[src/sv/tekp_pkg.sv]
// ----------------------------------------------------------------------------
// tekp_pkg: shared types and codes for the tick encoder keypad scanner
// Request and response beat layouts, request codes and event codes.
// ----------------------------------------------------------------------------
`default_nettype none

package tekp_pkg;

  // request codes
  localparam logic [1:0] REQ_TICK  = 2'd0;
  localparam logic [1:0] REQ_READ  = 2'd1;
  localparam logic [1:0] REQ_DELAY = 2'd2;
  localparam logic [1:0] REQ_BEEP  = 2'd3;

  // event codes
  localparam logic [3:0] EV_NONE = 4'd0;
  localparam logic [3:0] EV_XUP  = 4'd1;
  localparam logic [3:0] EV_XDN  = 4'd2;
  localparam logic [3:0] EV_YUP  = 4'd3;
  localparam logic [3:0] EV_YDN  = 4'd4;
  localparam logic [3:0] EV_KEY1 = 4'd5;

  // encoder transitions {previous, current} that count as a step
  localparam logic [3:0] ENC_UP_A = 4'b0111;
  localparam logic [3:0] ENC_UP_B = 4'b1100;
  localparam logic [3:0] ENC_DN_A = 4'b0011;
  localparam logic [3:0] ENC_DN_B = 4'b0100;

  localparam int unsigned NUM_KEYS = 4;

  typedef struct packed {
    logic [1:0]  req_type;
    logic [15:0] raw_keys;
    logic [31:0] load_value;
  } req_t;

  typedef struct packed {
    logic [3:0]  event_code;
    logic        beep_off;
    logic        delay_busy;
    logic [31:0] tick_count;
  } rsp_t;

endpackage

`default_nettype wire

[src/sv/tekp_if.sv]
// ----------------------------------------------------------------------------
// tekp_if: valid/ready channels of the scanner
// Request channel and response channel, each with source and sink sides.
// ----------------------------------------------------------------------------
`default_nettype none

interface tekp_req_if;
  logic          valid;
  logic          ready;
  tekp_pkg::req_t payload;

  modport source (output valid, output payload, input ready);
  modport sink (input valid, input payload, output ready);
endinterface

interface tekp_rsp_if;
  logic          valid;
  logic          ready;
  tekp_pkg::rsp_t payload;

  modport source (output valid, output payload, input ready);
  modport sink (input valid, input payload, output ready);
endinterface

`default_nettype wire

[src/sv/tick_encoder_keypad_scanner.sv]
// ----------------------------------------------------------------------------
// tick_encoder_keypad_scanner: tick-driven encoder and keypad scanner
// A request beat is held in the input register, and its response beat is registered in the response register.
// Throughput: one request per cycle; the input register and the response
// register stall together only when the response sink holds ready low.
// Reset clears counters, timers, input history and the latched event; the
// first tick after reset only samples encoders and keys.
// ----------------------------------------------------------------------------
`default_nettype none

module tick_encoder_keypad_scanner (
  input  wire logic  clk,
  input  wire logic  rst,
  tekp_req_if.sink   req,
  tekp_rsp_if.source rsp
);

  logic           item_valid;
  tekp_pkg::req_t item;
  tekp_pkg::rsp_t result;
  logic           free;
  logic           fire;

  // held request moves on when the response register has room
  assign fire = item_valid && free;

  tekp_in_reg u_in_reg (
    .clk        (clk),
    .rst        (rst),
    .req        (req),
    .take       (fire),
    .item_valid (item_valid),
    .item       (item)
  );

  tekp_core u_core (
    .clk    (clk),
    .rst    (rst),
    .fire   (fire),
    .item   (item),
    .result (result)
  );

  tekp_out_reg u_out_reg (
    .clk    (clk),
    .rst    (rst),
    .fire   (fire),
    .result (result),
    .free   (free),
    .rsp    (rsp)
  );

endmodule

`default_nettype wire

[src/sv/tekp_in_reg.sv]
// ----------------------------------------------------------------------------
// tekp_in_reg: request input register
// Captures one request beat; frees itself when the core takes the beat.
// ----------------------------------------------------------------------------
`default_nettype none

module tekp_in_reg (
  input  wire logic       clk,
  input  wire logic       rst,
  tekp_req_if.sink        req,
  input  wire logic       take,
  output logic            item_valid,
  output tekp_pkg::req_t  item
);

  // open when empty or when the held beat leaves this cycle
  assign req.ready = !item_valid || take;

  // valid flag
  always_ff @(posedge clk) begin
    if (rst) begin
      item_valid <= 1'b0;
    end else if (req.ready) begin
      item_valid <= req.valid;
    end
  end

  // payload capture
  always_ff @(posedge clk) begin
    if (req.valid && req.ready) begin
      item <= req.payload;
    end
  end

endmodule

`default_nettype wire

[src/sv/tekp_core.sv]
// ----------------------------------------------------------------------------
// tekp_core: scanner state and single-pass request logic
// Holds counters, timers, encoder/key history and the latched event, and
// forms the response for the request in the input register.
// ----------------------------------------------------------------------------
`default_nettype none

module tekp_core (
  input  wire logic           clk,
  input  wire logic           rst,
  input  wire logic           fire,
  input  wire tekp_pkg::req_t item,
  output tekp_pkg::rsp_t      result
);

  logic [31:0] tick_counter, tick_counter_next;
  logic [31:0] delay_left, delay_left_next;
  logic [31:0] beep_left, beep_left_next;
  logic [1:0]  enc_x_prev, enc_x_prev_next;
  logic [1:0]  enc_y_prev, enc_y_prev_next;
  logic [3:0]  keys_prev, keys_prev_next;
  logic        primed, primed_next;
  logic [3:0]  pending_event, pending_event_next;

  logic [15:0] keys_hi;
  logic [1:0]  enc_x, enc_y;
  logic [3:0]  keys;
  logic [3:0]  ev_x, ev_y, ev_key, ev_out;
  logic        beep_pulse;

  // encoder step decode: up, down or nothing
  function automatic logic [3:0] enc_event(input logic [1:0] prev, input logic [1:0] now,
                                           input logic [3:0] up, input logic [3:0] down);
    logic [3:0] idx;
    idx = {prev, now};
    if (idx == tekp_pkg::ENC_UP_A || idx == tekp_pkg::ENC_UP_B) begin
      return up;
    end else if (idx == tekp_pkg::ENC_DN_A || idx == tekp_pkg::ENC_DN_B) begin
      return down;
    end
    return tekp_pkg::EV_NONE;
  endfunction

  // highest pressed key, none when nothing pressed
  function automatic logic [3:0] key_event(input logic [3:0] k);
    logic [3:0] ev;
    ev = tekp_pkg::EV_NONE;
    for (int b = 0; b < tekp_pkg::NUM_KEYS; b++) begin
      if (k[b]) begin
        ev = tekp_pkg::EV_KEY1 + 4'(b);
      end
    end
    return ev;
  endfunction

  // active-high view of the raw bitmap
  assign keys_hi = ~item.raw_keys;
  assign enc_x   = keys_hi[13:12];
  assign enc_y   = keys_hi[15:14];
  assign keys    = keys_hi[3:0];

  assign ev_x   = enc_event(enc_x_prev, enc_x, tekp_pkg::EV_XUP, tekp_pkg::EV_XDN);
  assign ev_y   = enc_event(enc_y_prev, enc_y, tekp_pkg::EV_YUP, tekp_pkg::EV_YDN);
  assign ev_key = (keys != keys_prev) ? key_event(keys) : tekp_pkg::EV_NONE;

  // next state and response for the current request
  always_comb begin
    tick_counter_next  = tick_counter;
    delay_left_next    = delay_left;
    beep_left_next     = beep_left;
    enc_x_prev_next    = enc_x_prev;
    enc_y_prev_next    = enc_y_prev;
    keys_prev_next     = keys_prev;
    primed_next        = primed;
    pending_event_next = pending_event;
    ev_out             = tekp_pkg::EV_NONE;
    beep_pulse         = 1'b0;
    case (item.req_type)
      tekp_pkg::REQ_TICK: begin
        tick_counter_next = tick_counter + 32'd1;
        if (delay_left != 32'd0) begin
          delay_left_next = delay_left - 32'd1;
        end
        if (beep_left != 32'd0) begin
          beep_left_next = beep_left - 32'd1;
          beep_pulse     = (beep_left == 32'd1);
        end
        enc_x_prev_next = enc_x;
        enc_y_prev_next = enc_y;
        keys_prev_next  = keys;
        primed_next     = 1'b1;
        // later checks override earlier ones
        if (primed) begin
          if (ev_x != tekp_pkg::EV_NONE) pending_event_next = ev_x;
          if (ev_y != tekp_pkg::EV_NONE) pending_event_next = ev_y;
          if (ev_key != tekp_pkg::EV_NONE) pending_event_next = ev_key;
        end
      end
      tekp_pkg::REQ_READ: begin
        ev_out             = pending_event;
        pending_event_next = tekp_pkg::EV_NONE;
      end
      tekp_pkg::REQ_DELAY: begin
        delay_left_next = item.load_value;
      end
      tekp_pkg::REQ_BEEP: begin
        beep_left_next = item.load_value;
      end
      default: begin
      end
    endcase
  end

  assign result.event_code = ev_out;
  assign result.beep_off   = beep_pulse;
  assign result.delay_busy = (delay_left_next != 32'd0);
  assign result.tick_count = tick_counter_next;

  // state update on each processed beat
  always_ff @(posedge clk) begin
    if (rst) begin
      tick_counter  <= '0;
      delay_left    <= '0;
      beep_left     <= '0;
      enc_x_prev    <= '0;
      enc_y_prev    <= '0;
      keys_prev     <= '0;
      primed        <= 1'b0;
      pending_event <= tekp_pkg::EV_NONE;
    end else if (fire) begin
      tick_counter  <= tick_counter_next;
      delay_left    <= delay_left_next;
      beep_left     <= beep_left_next;
      enc_x_prev    <= enc_x_prev_next;
      enc_y_prev    <= enc_y_prev_next;
      keys_prev     <= keys_prev_next;
      primed        <= primed_next;
      pending_event <= pending_event_next;
    end
  end

  // read clears the latched event
  a_read_clears: assert property (@(posedge clk) disable iff (rst)
    fire && item.req_type == tekp_pkg::REQ_READ |=> pending_event == tekp_pkg::EV_NONE)
    else $error("latched event not cleared by read");

  // no event can be latched before the first tick
  a_no_event_unprimed: assert property (@(posedge clk) disable iff (rst)
    !primed |-> pending_event == tekp_pkg::EV_NONE)
    else $error("event latched before first sample");

  // counter moves only on ticks
  a_counter_on_tick: assert property (@(posedge clk) disable iff (rst)
    fire && item.req_type != tekp_pkg::REQ_TICK |=> $stable(tick_counter))
    else $error("tick counter moved on a non-tick beat");

  // beep pulse leaves the beep timer at zero
  a_beep_done: assert property (@(posedge clk) disable iff (rst)
    fire && result.beep_off |=> beep_left == 32'd0)
    else $error("beep timer not empty after beep_off");

endmodule

`default_nettype wire

[src/sv/tekp_out_reg.sv]
// ----------------------------------------------------------------------------
// tekp_out_reg: response output register
// Holds one response beat until the sink takes it.
// ----------------------------------------------------------------------------
`default_nettype none

module tekp_out_reg (
  input  wire logic           clk,
  input  wire logic           rst,
  input  wire logic           fire,
  input  wire tekp_pkg::rsp_t result,
  output logic                free,
  tekp_rsp_if.source          rsp
);

  // room for a new beat when empty or draining this cycle
  assign free = !rsp.valid || rsp.ready;

  // valid flag
  always_ff @(posedge clk) begin
    if (rst) begin
      rsp.valid <= 1'b0;
    end else if (free) begin
      rsp.valid <= fire;
    end
  end

  // payload
  always_ff @(posedge clk) begin
    if (fire) begin
      rsp.payload <= result;
    end
  end

endmodule

`default_nettype wire

[src/flat_wrapper.sv]
// flat-port wrapper written by rule: the top's interface ports become plain ports
module tick_encoder_keypad_scanner_flat 
  (clk, rst, req_valid, req_payload, req_ready, rsp_valid, rsp_payload, rsp_ready);
  tekp_req_if req_i ();
  tekp_rsp_if rsp_i ();
  input  wire logic clk;
  input  wire logic rst;
  input wire logic [$bits(req_i.valid)-1:0] req_valid;
  input wire logic [$bits(req_i.payload)-1:0] req_payload;
  output wire logic [$bits(req_i.ready)-1:0] req_ready;
  output wire logic [$bits(rsp_i.valid)-1:0] rsp_valid;
  output wire logic [$bits(rsp_i.payload)-1:0] rsp_payload;
  input wire logic [$bits(rsp_i.ready)-1:0] rsp_ready;
  assign req_i.valid = req_valid;
  assign req_i.payload = req_payload;
  assign req_ready = req_i.ready;
  assign rsp_valid = rsp_i.valid;
  assign rsp_payload = rsp_i.payload;
  assign rsp_i.ready = rsp_ready;
  tick_encoder_keypad_scanner u_core (.clk(clk), .rst(rst), .req(req_i), .rsp(rsp_i));
endmodule
[config.mk]
export PLATFORM = sky130hd
export DESIGN_NAME = tick_encoder_keypad_scanner_flat
export DESIGN_NICKNAME = d
export VERILOG_FILES = /design/src/sv/tekp_pkg.sv /design/src/sv/tekp_if.sv /design/src/sv/tick_encoder_keypad_scanner.sv /design/src/sv/tekp_in_reg.sv /design/src/sv/tekp_core.sv /design/src/sv/tekp_out_reg.sv /design/src/flat_wrapper.sv
export SDC_FILE = /design/constraint.sdc
export NUM_CORES = 1
export LEC_CHECK = 0
export ABC_CLOCK_PERIOD_IN_PS = 4100
export BUFFER_PORTS_ARGS = -buffer_cell sky130_fd_sc_hd__clkbuf_2
export CORE_ASPECT_RATIO = 1.25
export CORE_UTILIZATION = 40
export DETAILED_ROUTE_END_ITERATION = 16
export PLACE_DENSITY_LB_ADDON = 0.25
export SETUP_SLACK_MARGIN = 0.02
export SLEW_MARGIN = 10
export SYNTH_ARGS = -nofsm -noshare
export SYNTH_HDL_FRONTEND = slang
export SYNTH_HIERARCHICAL = 1
export SYNTH_SLANG_ARGS = --single-unit
[constraint.sdc]
create_clock -name clk -period 4.1 [get_ports clk]
set_input_delay 0.82 -clock clk [delete_from_list [all_inputs] [get_ports clk]]
set_output_delay 0.82 -clock clk [all_outputs]
set_load 0.05 [all_outputs]
* Word level (Yosys, flattened, before mapping) *
Index checks and enable logic that the tools add are counted.

word-level totals
  output and inout bits = 40
  bits in registers = 199
  word-level logic and storage cells = 85

cells by class
  eq/ne operators = 16
  $add $sub $neg = 3
  bitwise operators = 1
  reductions and logical operators = 23
  mux-type cells = 25

operator list
  cell                   number
  $pmux 32 s2            2
  $mux 32                3
  $reduce_bool 32->1     3
  $sub 32x1->32 const B  2
  $mux 4                 14
  $add 32x1->32 const B  1
  $eq 32x1->1 const B    1
  $eq 4x3->1 const B     4
  $not 16->16            1
  $reduce_bool 4->1      3
  $eq 4x2->1 const B     2
  $eq 4x4->1 const B     2
  $pmux 4 s2             1
  $logic_or 1x1->1       6
  $eq 2x2->1 const B     2
  $mux 1                 4
  $ne 2x2->1 const B     2
  $ne 4x4->1             1
  $ne 4x4->1 const B     1
  $reduce_and 2->1       2
  $reduce_and 4->1       1
  $reduce_bool 2->1      2
  $mux 3                 1
  $reduce_and 3->1       1
  other kinds (4)        6

* Logic depth before layout (Yosys ltp) *
Gate-level depths: netlist of the first run.

  depth in word-level cells = 12
  mapped depth = 12

* Modules after synthesis *
Netlist of the first run, hierarchy kept.

by module, submodules not included
  module                       area an instance (um^2)  cells an instance  times used
  tekp_core                    7109.3                   975                1
  tekp_in_reg                  1556.5                   55                 1
  tekp_out_reg                 1187.4                   42                 1
  tick_encoder_keypad_scanner  6.3                      1                  1

* Least setup slack after synthesis of the first run *
No wires, ideal clock.

  path type = input-to-reg
  from = in rsp_ready
  to = reg, netlist name u_core/u_in_reg/item[0]
  arrival = 2.926 ns
  path slack = 0.804 ns
  setup time = 0.370 ns
  stages = 4
  buffers on the path = 0
  cells stage by stage = nand2b_4 -> and2_1 -> nand2b_4 -> and2_4

on the way
  longest elaborated chain between the ends = 4

ends and longest elaborated chain
  item               line                               source
  from (decl)        flat_wrapper.sv:13                 input wire logic [$bits(rsp_i.ready)-1:0] rsp_ready;
  $logic_or 1x1->1   tekp_out_reg.sv:17                 assign free = !rsp.valid || rsp.ready;
  $logic_and 1x1->1  tick_encoder_keypad_scanner.sv:25  assign fire = item_valid && free;
  net u_core.fire    tick_encoder_keypad_scanner.sv:22  logic fire;
  $logic_or 1x1->1   tekp_in_reg.sv:17                  assign req.ready = !item_valid || take;
  net req_ready      flat_wrapper.sv:10                 output wire logic [$bits(req_i.ready)-1:0] req_ready;
  $logic_and 1x1->1  tekp_in_reg.sv:30                  if (req.valid && req.ready) begin

The timed path passes the listed nets, and every way through them passes these cells.
A chain may end at the register's enable or synchronous reset.

==> results of run 1 <==
layout make-up:
type,instances,share of cell area (%)
inverters,20,0.682
flip-flops and latches,191,42.0
clock inverters,10,1.50
well taps,292,3.32
repair buffers,114,6.10
clock buffers,21,4.00
multi-input cells,784,42.4
final timing paths:
kind | from | end | slack [ns] | cells after the start
hold reg to reg | u_core/u_core/pending_event[0] | u_core/u_core/pending_event[0] | 0.47 | 2
hold / removal | u_core/u_core/pending_event[0] | u_core/u_core/pending_event[0] | 0.47 | 2
setup reg to reg | u_core/u_core/delay_left[3] | u_core/u_out_reg/rsp.payload[32] | 0.42 | 8
setup / recovery | u_core/u_core/delay_left[3] | u_core/u_out_reg/rsp.payload[32] | 0.42 | 8
metal layers:
| metal | up-vias | share of wire, % | GRT usage, % |
|---|---|---|---|
| met3 | 53 | 5.7 | 3.93 |
| li1 | 4050 | - | - |
| met5 | - | 0 | 0 |
| met2 | 284 | 48 | 35.2 |
| met4 | 0 | 4.1 | 10.1 |
| met1 | 3841 | 42 | 25.7 |
worst max-delay path, cell delays in order (launching register included):
cell and delay (ns):
dfxtp_1 0.38, or4_1 0.66, nor3_1 0.68, o311ai_0 0.34
nand3_1 0.16, o311ai_0 0.17, or4b_2 0.65, nor4_1 0.21
nand4_1 0.16
placed cells by master, fill, tap and decap left out, drive strengths merged, types with 18 or more instances in the layout:
master,n
a211oi,38
a21oi,54
a22oi,22
and3,21
buf,30
clkbuf,105
dfxtp,111
edfxtp,80
inv,20
mux2i,19
nand2,92
nand3,38
nand4,18
nor2,148
nor3,38
nor4,22
o21ai,54
or3,19
xnor2,27
xor2,36
flip-flops by register name, summed over array words and instances (netlist names):
register and cells:
u_core/u_core/tick_counter 32, u_core/u_in_reg/item_valid 1, u_core/u_in_reg/item 42, u_core/u_core/enc_y_prev 2, u_core/u_core/keys_prev 4, u_core/u_core/primed 1
u_core/u_core/beep_left 32, u_core/u_core/pending_event 4, u_core/u_out_reg/rsp.payload 38, u_core/u_out_reg/rsp.valid 1, u_core/u_core/delay_left 32, u_core/u_core/enc_x_prev 2
stage by stage:
| step | utilization, % | power, uW | instance area (um2) |
|---|---|---|---|
| floorplan | - | 2980 | 9620 |
| global placement | 44.0 | 3290 | 10400 |
| detailed placement | 44.0 | 3310 | 10400 |
| CTS | 46.5 | 5050 | 11000 |
| global route | 46.5 | 5250 | 11000 |
| finish | 46.5 | 5010 | 11000 |
power by group through the flow:
| stage | Sequential [uW] | Clock, uW | Combinational [uW] |
|---|---|---|---|
| after floorplan | 2270 | 0 | 705 |
| after global placement | 2230 | 0 | 1060 |
| after detailed placement | 2230 | 0 | 1070 |
| after CTS | 2190 | 1790 | 1080 |
| after global routing | 2200 | 1850 | 1190 |
| final | 2190 | 1730 | 1090 |
==> metrics.csv, run 1 <==
metric,value,unit
grt_pass1_wl,40.5,mm
p_per_area,455,nW/um2
critPathMaxFanout,8,
start_util,40.7,%
slew_viol_final,0,
relSlewSlack,22.6,%
layout.area.seq,4620,um2
numCtsBuffers,17,
rows,63,
vias,8228,
hold_path.class,reg2reg,
netlist_area,9620,um2
power_switching_share,30.4,%
hold_viol_final,0,
worst_pin_slew,1.16,ns
num-fill-cells,2303,
h-tree-depth,4,
whs,0.471,ns
core_area,23600,um2
clk_path_buf_depth,2,
seq_power_share,43.7,%
cts_setup_buffers,0,
cp-end-kind,flop,
syn_area_per_cell,9.03,um2
multi_input_area,4660,um2
io_buffers,85,
intPower,3490,uW
ir_drop,311,uV
wl,25.0,mm
routedWlPerCell,17.5,um
cts.repair.resized,0,
io_pins,94,
clockRootBuffer,clkbuf_16,
clkPwrFrac,34.5,%
synthCells,1065,
setup_viol,0,
skew,0.00836,ns
leakage,0.00403,uW
overflow,0,
die-area,24700,um2
hold_buffers,0,
fin_cells,1432,
crit_arrival,3.84,ns
dp_cells,1401,
drive_gt1_share,14.3,%
postLayoutSetupSlackWorst,0.417,ns
cts_sinks,191,
drtIter0Drc,606,
final_nets,1186,
dieWidth,141,um
final.setup.tns,0,ns
place_congestion,0.907,
drc,0,
critPathLaunchType,flop,
cts_tree,done,
switchingPower,1530,uW
grt_pass1_vias,7834,
combinationalPowerShare,21.7,%
antenna_found_initial,0,
ys_warn_count,6,
maxCapViolCount,0,
syn2layout_area_growth,14.4,%
rsz0062_at_grt,no,
die_h,175,um
grt.total_usage,20.9,%
cts.clk_slew.worst_paths,0.07,ns
clock.fmax,272,MHz
grt_max_degree,67,
dpl.hpwl,17.2,mm
clk_latency,0.43,ns
status,"finished, final reports clean",
postRouteAntennaNets,0,
period_needed,3.68,ns
num_antenna_cells,0,
period_share,89.8,%
dr.pass1.iters,5,
worstPathRequired,4.25,ns
viasPerCell,5.75,
syn-num-nets,1123,
place_ws,0.515,ns
crit_type,reg2reg,
Power figures use the tool's default switching activity.
==> run 2: changes to the inputs <==
--- a/config.mk
+++ b/config.mk
@@ -11,6 +11,7 @@
 export CORE_UTILIZATION = 40
 export DETAILED_ROUTE_END_ITERATION = 16
 export PLACE_DENSITY_LB_ADDON = 0.25
+export REMOVE_ABC_BUFFERS = 1
 export SETUP_SLACK_MARGIN = 0.02
 export SLEW_MARGIN = 10
 export SYNTH_ARGS = -nofsm -noshare
==> run 2 against run 1 <==
Compared with the run above:
- final area down 0.60%
- core utilization down 0.28 points
- first-iteration DRC count down 12%
- clock power down 8%
- critical endpoint unchanged
- non-clock buffer count up 1
- sequential power about the same
- critical path depth up 1
- total power down 3.5%
- largest cell class unchanged
- largest power group unchanged
==> metrics.csv, run 2 (same netlist as run 1, synthesis figures left out) <==
metric,value,unit,change
cts.clk_slew.worst_paths,0.07,ns,about the same
hold_path_depth,2,,unchanged
syn2layout_area_growth,13.7,%,
dr.pass1.iters,5,,unchanged
critPathMaxFanout,7,,-1
cts_tree,done,,
worstPathRequired,4.27,ns,+0.02 ns
skew,0.0160,ns,+0.00765 ns
r2r-start,u_core/u_core/delay_left[18],,
cp-end-kind,flop,,
reg.largest.list,"u_core/u_in_reg/item (42), u_core/u_out_reg/rsp.payload (38)",,
overflow,0,,unchanged
crit_top_cell,or4_1,,
slew_viol_final,0,,unchanged
relSlewSlack,26.0,%,+3.4 points
clockRootBuffer,clkbuf_16,,
drive_gt1_share,14.8,%,+0.50 points
core_area,23600,um2,unchanged
io_buffers,85,,unchanged
grt_pass1_vias,7363,,-6.0%
cp_slowest_stage_delay,0.68,ns,about the same
drc,0,,unchanged
crit_family,simple AND/OR/NAND/NOR gates,,
postRouteAntennaNets,0,,unchanged
maxCapViolCount,0,,unchanged
timing.rr.end,u_core/u_out_reg/rsp.payload[32],,
min_to,u_core/u_core/pending_event[1],,
place_congestion,0.906,,-0.19%
worst_pin_slew,1.11,ns,-0.0509 ns
crit_type,reg2reg,,
cts.repair.resized,0,,unchanged
min-delay-start,u_core/u_core/pending_event[1],,
final_nets,1187,,+0.084%
layout_common_cells,"nor2_1, dfxtp_1, nand2_1",,
cts_sinks,191,,unchanged
rows,63,,unchanged
viasPerCell,5.65,,-1.6%
crit_chain,or4_1 -> or4_4 -> or4_1 -> buf_4 -> nand3_1 -> mux2i_1 -> o211ai_1 -> nor4_1 -> nand4_1,,
regToRegSetupSlack,0.48,ns,+0.07 ns
num_antenna_cells,0,,unchanged
hold_buffers,0,,unchanged
numCtsBuffers,17,,unchanged
routedWlPerCell,16.7,um,-4.6%
vias,8109,,-1.4%
status,"finished, final reports clean",,
power.total,4830,uW,-3.5%
dpl.hpwl,16.5,mm,-4.3%
path_buf_inv,1,,+1
place_ws,0.573,ns,+0.0577 ns
fin_area,10900,um2,-0.60%
cts_setup_buffers,0,,unchanged
clk_path_buf_depth,2,,unchanged
largest_reg_flops,42,,unchanged
period_needed,3.62,ns,-0.0675 ns
reg2reg_depth,9,,+1
die-area,24700,um2,unchanged
start_util,40.7,%,unchanged
period_share,88.2,%,-1.6 points
critPathLaunchType,flop,,
grt_pass1_wl,38.5,mm,-5.1%
postLayoutSetupSlackWorst,0.485,ns,+0.0675 ns
hold_path.class,reg2reg,,
clk_latency,0.45,ns,+0.02 ns
h-tree-depth,4,,unchanged
drtIter0Drc,533,,-12%
crit_arrival,3.79,ns,-0.05 ns
die_h,175,um,unchanged
top_register,u_core/u_in_reg/item,,
clock.fmax,277,MHz,+1.9%
io_pins,94,,unchanged
p_per_area,442,nW/um2,-2.9%
grt.total_usage,19.9,%,-0.97 points
ir_drop,311,uV,-0.16%
leakage,0.00400,uW,-0.55%
place_area,10400,um2,-0.17%
antenna_found_initial,0,,unchanged
grt_max_degree,58,,-13%
hold_viol_final,0,,unchanged
setup_viol,0,,unchanged
cp_slowest_cell,or4_1,,
final.setup.tns,0,ns,unchanged
rsz0062_at_grt,no,,
final_common_cell,nor2_1,,
wl,23.9,mm,-4.5%
whs,0.456,ns,-0.0149 ns
dieWidth,141,um,unchanged
-- run 2: power by group --
part | switching, uW | internal (uW) | leakage [uW] | total [uW]
Sequential | 98.6 | 2090 | 0.00165 | 2190
Combinational | 690 | 372 | 0.00209 | 1060
Clock | 790 | 795 | 0.000263 | 1590
-- run 2: worst max path at each step --
stage | slack [ns] | end | from | cells past startpoint
finish | 0.48 | u_core/u_out_reg/rsp.payload[32] | u_core/u_core/delay_left[18] | 9
global placement | 0.56 | u_core/u_out_reg/rsp.payload[32] | u_core/u_core/delay_left[18] | 8
floorplan | -1.00 | u_core/u_core/tick_counter[2] | rsp_ready | 7
CTS | 0.56 | u_core/u_out_reg/rsp.payload[32] | u_core/u_core/delay_left[18] | 8
global route | 0.39 | u_core/u_out_reg/rsp.payload[32] | u_core/u_core/delay_left[18] | 9
detailed placement | 0.57 | u_core/u_out_reg/rsp.payload[32] | u_core/u_core/delay_left[18] | 8
-- run 2: per-layer routing --
layer / share of wire [%] / global-route usage (%)
met5: 0 / 0
met4: 3.5 / 9.65
met3: 4.8 / 3.24
met2: 48 / 33.1
met1: 44 / 25.2
-- run 2: through the flow --
step	instances	utilization (%)
floorplan	995	-
global placement	1402	43.9
detailed placement	1402	43.9
CTS	1434	46.2
global route	1434	46.2
finish	1434	46.2
-- run 2: area by class of cell --
cell class                      instances  area (um2)
Multi-Input combinational cell        784        4660
Clock buffer                           17         425
Timing Repair Buffer                  115         653
Fill cell                            2274       12700
Clock inverter                         15         131
Inverter                               20        75.1
Sequential cell                       191        4620
Tap cell                              292         365
-- run 2: worst register-to-register path: stages (launching register included) --
cell and delay (ns):
dfxtp_1 0.37, or4_1 0.68, or4_4 0.47, or4_1 0.53, buf_4 0.22, nand3_1 0.13
mux2i_1 0.21, o211ai_1 0.15, nor4_1 0.43, nand4_1 0.16
